<file path="src/radio_frame_receive_filter_unit_defines.svh">
// Assertion macros shared by the radio frame receive filter.
// Each macro expects signals named clk and rst in the scope where it is used.
`ifndef RADIO_FRAME_RECEIVE_FILTER_UNIT_DEFINES_SVH
`define RADIO_FRAME_RECEIVE_FILTER_UNIT_DEFINES_SVH

// The consequent must hold in the same cycle as the antecedent.
`define RFRF_ASSERT_SAME(lbl, ante, cons, msg) \
  lbl: assert property (@(posedge clk) disable iff (rst) (ante) |-> (cons)) else $error(msg);

// The consequent must hold in the cycle after the antecedent.
`define RFRF_ASSERT_NEXT(lbl, ante, cons, msg) \
  lbl: assert property (@(posedge clk) disable iff (rst) (ante) |=> (cons)) else $error(msg);

`endif

</file>
<file path="src/rfrf_pkg.sv">
`default_nettype none
package rfrf_pkg;

  // Special identifiers carried in frames.
  localparam logic [15:0] BROADCAST_ID        = 16'hFFFF;
  localparam logic [7:0]  BEACON_REQUEST_CODE = 8'h01;

  // Header up to the length byte plus the trailing XOR byte.
  localparam logic [7:0]  MIN_FRAME_LEN = 8'd11;
  localparam logic [7:0]  MAX_COUNT     = 8'hFF;

  // Byte positions within the header.
  localparam logic [7:0] POS_NET_HI  = 8'd1;
  localparam logic [7:0] POS_NET_LO  = 8'd2;
  localparam logic [7:0] POS_SRC_HI  = 8'd3;
  localparam logic [7:0] POS_SRC_LO  = 8'd4;
  localparam logic [7:0] POS_DST_HI  = 8'd5;
  localparam logic [7:0] POS_DST_LO  = 8'd6;
  localparam logic [7:0] POS_PKT_ID  = 8'd7;
  localparam logic [7:0] POS_COMMAND = 8'd8;

  // Verdict codes.
  localparam logic [2:0] VERDICT_ACCEPT     = 3'd0;
  localparam logic [2:0] VERDICT_TOO_SHORT  = 3'd1;
  localparam logic [2:0] VERDICT_BAD_XOR    = 3'd2;
  localparam logic [2:0] VERDICT_NET_MISS   = 3'd3;
  localparam logic [2:0] VERDICT_ADDR_MISS  = 3'd4;

  // Configuration register indexes (word address bits).
  localparam logic [1:0] REG_OWN_NETWORK = 2'd0;
  localparam logic [1:0] REG_OWN_ADDRESS = 2'd1;
  localparam logic [1:0] REG_SLAVE_SEARCH = 2'd2;

  // Depth of the queue between the front and back parts.
  localparam int QUEUE_DEPTH = 2;
  localparam int QUEUE_PTR_W = $clog2(QUEUE_DEPTH);
  localparam int QUEUE_CNT_W = $clog2(QUEUE_DEPTH + 1);

  // Summary of one complete frame, handed from front to back.
  typedef struct packed {
    logic        xor_ok;
    logic [7:0]  len;
    logic [15:0] network;
    logic [15:0] source;
    logic [15:0] dest;
    logic [7:0]  packet_id;
    logic [7:0]  command;
  } frame_sum_t;

  // Queue fill status.
  typedef struct packed {
    logic full;
    logic empty;
  } q_status_t;

  // Configuration register contents.
  typedef struct packed {
    logic [15:0] own_network_id;
    logic [15:0] own_address;
    logic        slave_search_open;
  } cfg_t;

endpackage
`default_nettype wire

</file>
<file path="src/rfrf_front.sv">
`default_nettype none
module rfrf_front (
  input  wire logic                 clk,
  input  wire logic                 rst,
  input  wire logic                 accept,
  input  wire logic [7:0]           rx_byte,
  input  wire logic                 last_byte,
  output logic                      push,
  output rfrf_pkg::frame_sum_t      summary
);

  logic [7:0]  xor_accum, xor_accum_next;
  logic [7:0]  byte_count, byte_count_next;
  logic [15:0] rx_network, rx_network_next;
  logic [15:0] rx_source, rx_source_next;
  logic [15:0] rx_dest, rx_dest_next;
  logic [7:0]  rx_packet_id, rx_packet_id_next;
  logic [7:0]  rx_command, rx_command_next;

  // Absorb the current byte into the running frame state.
  always_comb begin
    rx_network_next   = rx_network;
    rx_source_next    = rx_source;
    rx_dest_next      = rx_dest;
    rx_packet_id_next = rx_packet_id;
    rx_command_next   = rx_command;
    unique case (byte_count)
      rfrf_pkg::POS_NET_HI:  rx_network_next[15:8] = rx_byte;
      rfrf_pkg::POS_NET_LO:  rx_network_next[7:0]  = rx_byte;
      rfrf_pkg::POS_SRC_HI:  rx_source_next[15:8]  = rx_byte;
      rfrf_pkg::POS_SRC_LO:  rx_source_next[7:0]   = rx_byte;
      rfrf_pkg::POS_DST_HI:  rx_dest_next[15:8]    = rx_byte;
      rfrf_pkg::POS_DST_LO:  rx_dest_next[7:0]     = rx_byte;
      rfrf_pkg::POS_PKT_ID:  rx_packet_id_next     = rx_byte;
      rfrf_pkg::POS_COMMAND: rx_command_next       = rx_byte;
      default: ;
    endcase
    xor_accum_next  = xor_accum ^ rx_byte;
    byte_count_next = (byte_count == rfrf_pkg::MAX_COUNT) ? byte_count
                                                          : byte_count + 8'd1;
  end

  // A flagged byte closes the frame and hands its summary to the queue.
  assign push              = accept && last_byte;
  assign summary.xor_ok    = (xor_accum_next == 8'd0);
  assign summary.len       = byte_count_next;
  assign summary.network   = rx_network_next;
  assign summary.source    = rx_source_next;
  assign summary.dest      = rx_dest_next;
  assign summary.packet_id = rx_packet_id_next;
  assign summary.command   = rx_command_next;

  // Frame state: cleared on reset and after each completed frame.
  always_ff @(posedge clk) begin
    if (rst || push) begin
      xor_accum    <= '0;
      byte_count   <= '0;
      rx_network   <= '0;
      rx_source    <= '0;
      rx_dest      <= '0;
      rx_packet_id <= '0;
      rx_command   <= '0;
    end else if (accept) begin
      xor_accum    <= xor_accum_next;
      byte_count   <= byte_count_next;
      rx_network   <= rx_network_next;
      rx_source    <= rx_source_next;
      rx_dest      <= rx_dest_next;
      rx_packet_id <= rx_packet_id_next;
      rx_command   <= rx_command_next;
    end
  end

endmodule
`default_nettype wire

</file>
<file path="src/rfrf_queue.sv">
`default_nettype none
module rfrf_queue (
  input  wire logic                 clk,
  input  wire logic                 rst,
  input  wire logic                 push,
  input  wire rfrf_pkg::frame_sum_t push_data,
  input  wire logic                 pop,
  output rfrf_pkg::frame_sum_t      head,
  output rfrf_pkg::q_status_t       status
);

  rfrf_pkg::frame_sum_t             entries [rfrf_pkg::QUEUE_DEPTH];
  logic [rfrf_pkg::QUEUE_PTR_W-1:0] wr_ptr;
  logic [rfrf_pkg::QUEUE_PTR_W-1:0] rd_ptr;
  logic [rfrf_pkg::QUEUE_CNT_W-1:0] count;
  logic                             do_push;
  logic                             do_pop;

  assign status.full  = (count == rfrf_pkg::QUEUE_CNT_W'(rfrf_pkg::QUEUE_DEPTH));
  assign status.empty = (count == '0);
  assign do_push      = push && !status.full;
  assign do_pop       = pop && !status.empty;
  assign head         = entries[rd_ptr];

  // Pointer and fill count.
  always_ff @(posedge clk) begin
    if (rst) begin
      wr_ptr <= '0;
      rd_ptr <= '0;
      count  <= '0;
    end else begin
      if (do_push) begin
        wr_ptr <= (wr_ptr == rfrf_pkg::QUEUE_PTR_W'(rfrf_pkg::QUEUE_DEPTH - 1))
                  ? '0 : wr_ptr + 1'b1;
      end
      if (do_pop) begin
        rd_ptr <= (rd_ptr == rfrf_pkg::QUEUE_PTR_W'(rfrf_pkg::QUEUE_DEPTH - 1))
                  ? '0 : rd_ptr + 1'b1;
      end
      if (do_push && !do_pop) begin
        count <= count + 1'b1;
      end else if (do_pop && !do_push) begin
        count <= count - 1'b1;
      end
    end
  end

  // Entry storage.
  always_ff @(posedge clk) begin
    if (do_push) begin
      entries[wr_ptr] <= push_data;
    end
  end

endmodule
`default_nettype wire

</file>
<file path="src/rfrf_back.sv">
`default_nettype none
module rfrf_back (
  input  wire logic                 clk,
  input  wire logic                 rst,
  input  wire rfrf_pkg::cfg_t       cfg,
  input  wire rfrf_pkg::frame_sum_t head,
  input  wire logic                 head_valid,
  output logic                      pop,
  output logic                      out_valid,
  input  wire logic                 out_stall,
  output logic [2:0]                verdict,
  output logic [7:0]                command,
  output logic [15:0]               source_addr,
  output logic [15:0]               dest_addr,
  output logic [7:0]                packet_id,
  output logic [7:0]                frame_len
);

  logic       net_ok;
  logic       skip_dest;
  logic       dest_ok;
  logic [2:0] verdict_next;

  // Checks on the frame at the head of the queue; the first failure decides.
  always_comb begin
    net_ok = (head.network == cfg.own_network_id) ||
             (head.network == rfrf_pkg::BROADCAST_ID) ||
             (cfg.own_network_id == rfrf_pkg::BROADCAST_ID);
    skip_dest = (head.command == rfrf_pkg::BEACON_REQUEST_CODE) && cfg.slave_search_open;
    dest_ok = skip_dest || (head.dest == cfg.own_address) ||
              (head.dest == rfrf_pkg::BROADCAST_ID);
    priority if (head.len < rfrf_pkg::MIN_FRAME_LEN) begin
      verdict_next = rfrf_pkg::VERDICT_TOO_SHORT;
    end else if (!head.xor_ok) begin
      verdict_next = rfrf_pkg::VERDICT_BAD_XOR;
    end else if (!net_ok) begin
      verdict_next = rfrf_pkg::VERDICT_NET_MISS;
    end else if (!dest_ok) begin
      verdict_next = rfrf_pkg::VERDICT_ADDR_MISS;
    end else begin
      verdict_next = rfrf_pkg::VERDICT_ACCEPT;
    end
  end

  // Take the next frame whenever the output register is empty or being drained.
  assign pop = head_valid && (!out_valid || !out_stall);

  always_ff @(posedge clk) begin
    if (rst) begin
      out_valid <= 1'b0;
    end else if (pop) begin
      out_valid <= 1'b1;
    end else if (!out_stall) begin
      out_valid <= 1'b0;
    end
  end

  // Result payload register.
  always_ff @(posedge clk) begin
    if (pop) begin
      verdict     <= verdict_next;
      command     <= head.command;
      source_addr <= head.source;
      dest_addr   <= head.dest;
      packet_id   <= head.packet_id;
      frame_len   <= head.len;
    end
  end

endmodule
`default_nettype wire

</file>
<file path="src/radio_frame_receive_filter_unit.sv">
// Receive filter for radio frames. Bytes enter one per cycle on the input
// channel; the input stalls only when two finished frames are already waiting
// behind a stalled output, which is the depth of the frame queue between the
// byte-absorbing front part and the verdict stage. Bytes without the last flag
// give no result. The byte flagged as last yields one result, registered first in the
// frame queue and then in the output register: a verdict of
// accept, too short, bad XOR, network mismatch or address mismatch, together
// with the header fields and the saturating frame length. Configuration is
// written through the APB port at byte addresses 0, 4 and 8, by the user only
// while no frame is in flight; the block itself does not enforce this.
`default_nettype none
`include "radio_frame_receive_filter_unit_defines.svh"
module radio_frame_receive_filter_unit (
  input  wire logic        clk,
  input  wire logic        rst,
  // Byte input channel
  input  wire logic        in_valid,
  output logic             in_stall,
  input  wire logic [7:0]  rx_byte,
  input  wire logic        last_byte,
  // Result channel
  output logic             out_valid,
  input  wire logic        out_stall,
  output logic [2:0]       verdict,
  output logic [7:0]       command,
  output logic [15:0]      source_addr,
  output logic [15:0]      dest_addr,
  output logic [7:0]       packet_id,
  output logic [7:0]       frame_len,
  // Configuration port
  input  wire logic        psel,
  input  wire logic        penable,
  input  wire logic        pwrite,
  input  wire logic [3:0]  paddr,
  input  wire logic [31:0] pwdata,
  output logic [31:0]      prdata,
  output logic             pready
);

  rfrf_pkg::cfg_t       cfg;
  rfrf_pkg::frame_sum_t summary;
  rfrf_pkg::frame_sum_t head;
  rfrf_pkg::q_status_t  q_status;
  logic                 accept;
  logic                 push;
  logic                 pop;
  logic                 cfg_write;
  logic [1:0]           reg_index;

  // Configuration registers.
  assign pready    = 1'b1;
  assign reg_index = paddr[3:2];
  assign cfg_write = psel && penable && pwrite && pready;

  always_ff @(posedge clk) begin
    if (rst) begin
      cfg <= '0;
    end else if (cfg_write) begin
      unique case (reg_index)
        rfrf_pkg::REG_OWN_NETWORK:  cfg.own_network_id    <= pwdata[15:0];
        rfrf_pkg::REG_OWN_ADDRESS:  cfg.own_address       <= pwdata[15:0];
        rfrf_pkg::REG_SLAVE_SEARCH: cfg.slave_search_open <= pwdata[0];
        default: ;
      endcase
    end
  end

  always_comb begin
    unique case (reg_index)
      rfrf_pkg::REG_OWN_NETWORK:  prdata = {16'd0, cfg.own_network_id};
      rfrf_pkg::REG_OWN_ADDRESS:  prdata = {16'd0, cfg.own_address};
      rfrf_pkg::REG_SLAVE_SEARCH: prdata = {31'd0, cfg.slave_search_open};
      default:                    prdata = '0;
    endcase
  end

  // A request is refused only while the frame queue is full.
  assign in_stall = q_status.full;
  assign accept   = in_valid && !in_stall;

  rfrf_front u_front (
    .clk       (clk),
    .rst       (rst),
    .accept    (accept),
    .rx_byte   (rx_byte),
    .last_byte (last_byte),
    .push      (push),
    .summary   (summary)
  );

  rfrf_queue u_queue (
    .clk       (clk),
    .rst       (rst),
    .push      (push),
    .push_data (summary),
    .pop       (pop),
    .head      (head),
    .status    (q_status)
  );

  rfrf_back u_back (
    .clk         (clk),
    .rst         (rst),
    .cfg         (cfg),
    .head        (head),
    .head_valid  (!q_status.empty),
    .pop         (pop),
    .out_valid   (out_valid),
    .out_stall   (out_stall),
    .verdict     (verdict),
    .command     (command),
    .source_addr (source_addr),
    .dest_addr   (dest_addr),
    .packet_id   (packet_id),
    .frame_len   (frame_len)
  );

  // A closed frame must always find room in the queue.
  `RFRF_ASSERT_SAME(a_no_overflow, push, !q_status.full, "frame pushed into a full queue")
  // A closed frame is waiting in the queue in the following cycle.
  `RFRF_ASSERT_NEXT(a_frame_queued, push, !q_status.empty, "closed frame not queued")
  // Short frames are always reported as too short.
  `RFRF_ASSERT_SAME(a_short_verdict, out_valid && (frame_len < rfrf_pkg::MIN_FRAME_LEN),
                    verdict == rfrf_pkg::VERDICT_TOO_SHORT, "short frame not flagged")
  // The output register is loaded only from a non-empty queue.
  `RFRF_ASSERT_SAME(a_pop_nonempty, pop, !q_status.empty, "pop from an empty queue")

endmodule
`default_nettype wire

</file>
<file path="config.mk">
export PLATFORM = sky130hd
export DESIGN_NAME = radio_frame_receive_filter_unit
export DESIGN_NICKNAME = d
export VERILOG_FILES = /design/src/rfrf_pkg.sv /design/src/rfrf_front.sv /design/src/rfrf_queue.sv /design/src/rfrf_back.sv /design/src/radio_frame_receive_filter_unit.sv
export VERILOG_INCLUDE_DIRS = /design/src /design/src/src
export SDC_FILE = /design/constraint.sdc
export NUM_CORES = 1
export LEC_CHECK = 0
export BUFFER_PORTS_ARGS = -buffer_cell sky130_fd_sc_hd__buf_2
export CORE_ASPECT_RATIO = 2
export CORE_MARGIN = 2
export CORE_UTILIZATION = 63
export CTS_CLUSTER_DIAMETER = 30
export DETAILED_ROUTE_END_ITERATION = 16
export PLACE_DENSITY = 0.85
export SLEW_MARGIN = 0
export SYNTH_ARGS = -nofsm -noshare
export SYNTH_HDL_FRONTEND = slang
export SYNTH_SLANG_ARGS = --single-unit
</file>
<file path="constraint.sdc">
create_clock -name clk -period 9.33 [get_ports clk]
set_clock_uncertainty 0.05 [all_clocks]
set_input_delay 0.4665 -clock clk [delete_from_list [all_inputs] [get_ports clk]]
set_output_delay 0.4665 -clock clk [all_outputs]
set_load 0.02 [all_outputs]
</file>
==> flow_summary_export.csv <==
group,metric,value,unit
setup_path,critPathKind,"flip-flop to flip-flop",
power,powerDensity,264,nW/µm²
grt,grt_pass1_vias,9019,
cts,cts.htree.levels,2,
timing,final_hold_viol_count,0,
setup_path,reg2regPathDepth,6,
setup_path,cp.required,9.60,ns
yosys,async_flop_share,0,%
timing,grt_setup_unrepaired,"false",
setup_path,cp_cell_sequence,"buf_4 > mux2i_1 > xnor2_1 > nor4_1 > nand4_1 > a2111oi_1",
power,p_int,0.00289,W
die,dieArea,23000,µm²
die,chipWidth,108,µm
place,pre_cts_ws,6.25,ns
yosys,yosys_warnings,0,
grt,groute.usage.overall,26.3,%
routing,dr_total_vias,9045,
setup_path,worstSetupPathDepth,6,
setup_path,crit_fanout,57,
die,pin_count,146,
cts,cts.repair.resized,0,
place,numPortBuffers,110,
cts,root_buffer,"clkbuf_16",
yosys,ys.flop_type,"edfxtp_1",
power,switching_share,29.5,%
routing,drt_iter0_markers,638,
routing,wl_per_cell,20.2,µm
timing,setup_slack,6.16,ns
cts,clkTransAtPathRegs,0.07,ns
setup_path,critPathLaunchType,"flip-flop",
routing,finalWirelength,30.5,mm
cts,cts.sinks,324,
die,initial_core_util,63.9,%
routing,viasPerCell,5.97,
die,fp-row-count,76,
yosys,syn_area,13700,µm²
power,combPwrFrac,18.6,%
power,p_leak,5.62,nW
routing,drc_errors,0,
die,core,21400,µm²
setup_path,slowest_delay,0.71,ns
cts,clk_path_buf_depth,3,
grt,grt_start_max_net_pins,81,
routing,first_pass_iters,7,
layout,synthToLayoutAreaGrowth,13.6,%
timing,fmax,0.315,GHz
worst_hold_path,hold_class,"primary input to flip-flop",
power,max-vdd-ir-drop,0.000235,V
timing,finalSetupViolCount,0,
cts,cts_tree,"done",
outcome,status,"finished, final reports clean",
cts,worstSkewPairLatency,0.54,ns
timing,fin_crit_sh,34.0,%
power,p_switching,0.00121,W
place,hpwl,19.0,mm
die,fp.dieH,212,µm
power,pwr-share-seq,45.4,%
timing,tns,0,ns
worst_hold_path,hold_depth,3,
grt,antenna_found_initial,0,
layout,final_layout_size_suffix_gt1_share,25.6,%
timing,max_slew_margin,31.8,%
timing,max_slew.worst_pin.slew,1.02,ns
setup_path,cp-end-kind,"flip-flop",
cts,post_cts_buffers,0,
place,gp_congestion,0.868,
yosys,postSynthCellCount,1134,
yosys,avgSynthCellArea,12.1,µm²
yosys,synth_edf_count,205,
yosys,synth_seq_cells,324,
setup_path,cp_slowest_cell,"buf_4",
yosys,synth_cell_type_count,50,
setup_path,cp_num_buf_inv,1,
layout,nNetsFinal,1270,
timing,slew_viol_final,0,
job,drv_cap,0,
setup_path,cp.arrival,3.44,ns
grt,grt_pass1_wl,46.2,mm
cts,hold_buffers,0,
power,clkPwrFrac,36.0,%
yosys,yosysSeqAreaShare,62.5,%
routing,drt.antenna.violating_nets,0,
setup_path,critPathTopFamily,"buffers and inverters",
layout,diodes,0,
grt,gr-total-overflow,0,
cts,cts_buffers,36,
timing,layout_min_cycle_time,3.17,ns
## tightest hold or removal path, delay by kind of cell
family	cells	cell delay, ns
buffers and inverters	1	0.10
AND/OR/NAND/NOR	1	0.05
AO/OA/AOI/OAI	1	0.05
## sequential cells by signal (all words and copies together), names as in the netlist, 16 cells and up, named ones only
name / flops
u_front.rx_dest: 16
u_back.dest_addr: 16
u_queue.entries: 146
u_back.source_addr: 16
u_front.rx_source: 16
u_front.rx_network: 16
cfg: 33
## metal layers
layer | up-vias | GRT usage, % | part of all wire (%)
li1 | 4169 | - | -
met1 | 4396 | 26.8 | 34
met3 | 103 | 3.71 | 5.1
met4 | 0 | 16.4 | 5.8
met2 | 377 | 49.2 | 55
met5 | - | 0 | 0
## per-stage QoR
step | hold slack, ns | utilization (%) | power [W] | area, µm² | instances
final | 0.136 | 72.6 | 0.00410 | 15500 | 1514
after global routing | 0.143 | 72.6 | 0.00424 | 15500 | 1514
after floorplan | 0.400 | - | 0.00242 | 13700 | 1149
after CTS | 0.128 | 72.6 | 0.00412 | 15500 | 1514
after global placement | 0.407 | 66.6 | 0.00262 | 14300 | 1448
after detailed placement | 0.416 | 66.6 | 0.00265 | 14300 | 1448
## cells by family (layout without fill, tap and decap cells)
family / after synthesis / after routing / synth area share (%)
other: 2 / 17 / 0.0550
AND/OR/NAND/NOR: 301 / 301 / 10.3
XOR/XNOR: 56 / 56 / 3.59
buffers and inverters: 106 / 198 / 3.60
flip-flops: 324 / 324 / 62.5
AO/OA/AOI/OAI: 185 / 185 / 7.15
multiplexers: 155 / 155 / 12.4
adder cells (fa/ha/maj): 5 / 5 / 0.458
## path summary, 6_finish.rpt
| kind | to | start | slack (ns) |
|---|---|---|---|
| hold reg to reg | u_front.rx_source[4] | u_front.rx_source[4] | 0.43 |
| setup / recovery | u_back.verdict[2] | flip-flop | 6.16 |
| hold / removal | cfg[11] | pwdata[10] | 0.14 |
| setup reg to reg | u_back.verdict[2] | flip-flop | 6.16 |
## layout make-up
| class | instances | area (µm²) |
|---|---|---|
| Inverter | 14 | 52.6 |
| Multi-Input combinational cell | 719 | 4710 |
| Fill cell | 1377 | 5870 |
| Timing Repair Buffer | 118 | 611 |
| Sequential cell | 324 | 8540 |
| Clock buffer | 41 | 961 |
| Clock inverter | 25 | 305 |
| Tap cell | 273 | 342 |
## cells in the mapped netlist, drive strengths merged, types with 2 or more instances
cell type	number	area share, %
edfxtp	205	45
nand2	146	4.0
dfxtp	119	17
mux2	115	9.5
a21oi	105	3.8
nor2	66	1.9
o21ai	63	2.3
clkbuf	55	1.5
mux2i	40	2.9
xnor2	39	2.5
buf	37	1.7
nand3	22	1.1
xor2	17	1.1
inv	14	0.38
nor3	14	0.51
nand4	13	0.64
nor4	11	0.61
and3	5	0.23
ha	5	0.46
and4	4	0.26
nor2b	4	0.18
nor3b	4	0.22
a31oi	3	0.14
and2	3	0.14
nand2b	3	0.14
o31ai	3	0.16
conb	2	0.055
o21a	2	0.11
or3	2	0.092
## power groups by stage
stage	combinational [W]	sequential (W)	clock, W
6_report	0.000762	0.00186	0.00147
4_1_cts	0.000768	0.00186	0.00149
2_1_floorplan	0.000404	0.00202	0
3_3_place_gp	0.000744	0.00188	0
5_1_grt	0.000812	0.00188	0.00155
3_5_place_dp	0.000758	0.00189	0
## cells in the final DEF (no fill, tap or decap), drive strengths merged, types with 2 or more instances in the layout
master / instances
o31ai: 3
nor3: 14
nand2: 146
and2: 3
mux2: 115
mux2i: 40
and3: 5
dfxtp: 119
and4: 4
xnor2: 39
a31oi: 3
nand3: 22
nand2b: 3
edfxtp: 205
ha: 5
nor2: 66
a21oi: 105
bufinv: 3
clkbuf: 41
buf: 118
conb: 17
o21ai: 63
nor4: 11
o21a: 2
clkinvlp: 2
nor3b: 4
inv: 23
clkinv: 11
nor2b: 4
nand4: 13
xor2: 17
or3: 2
Power figures use the tool's default switching activity.
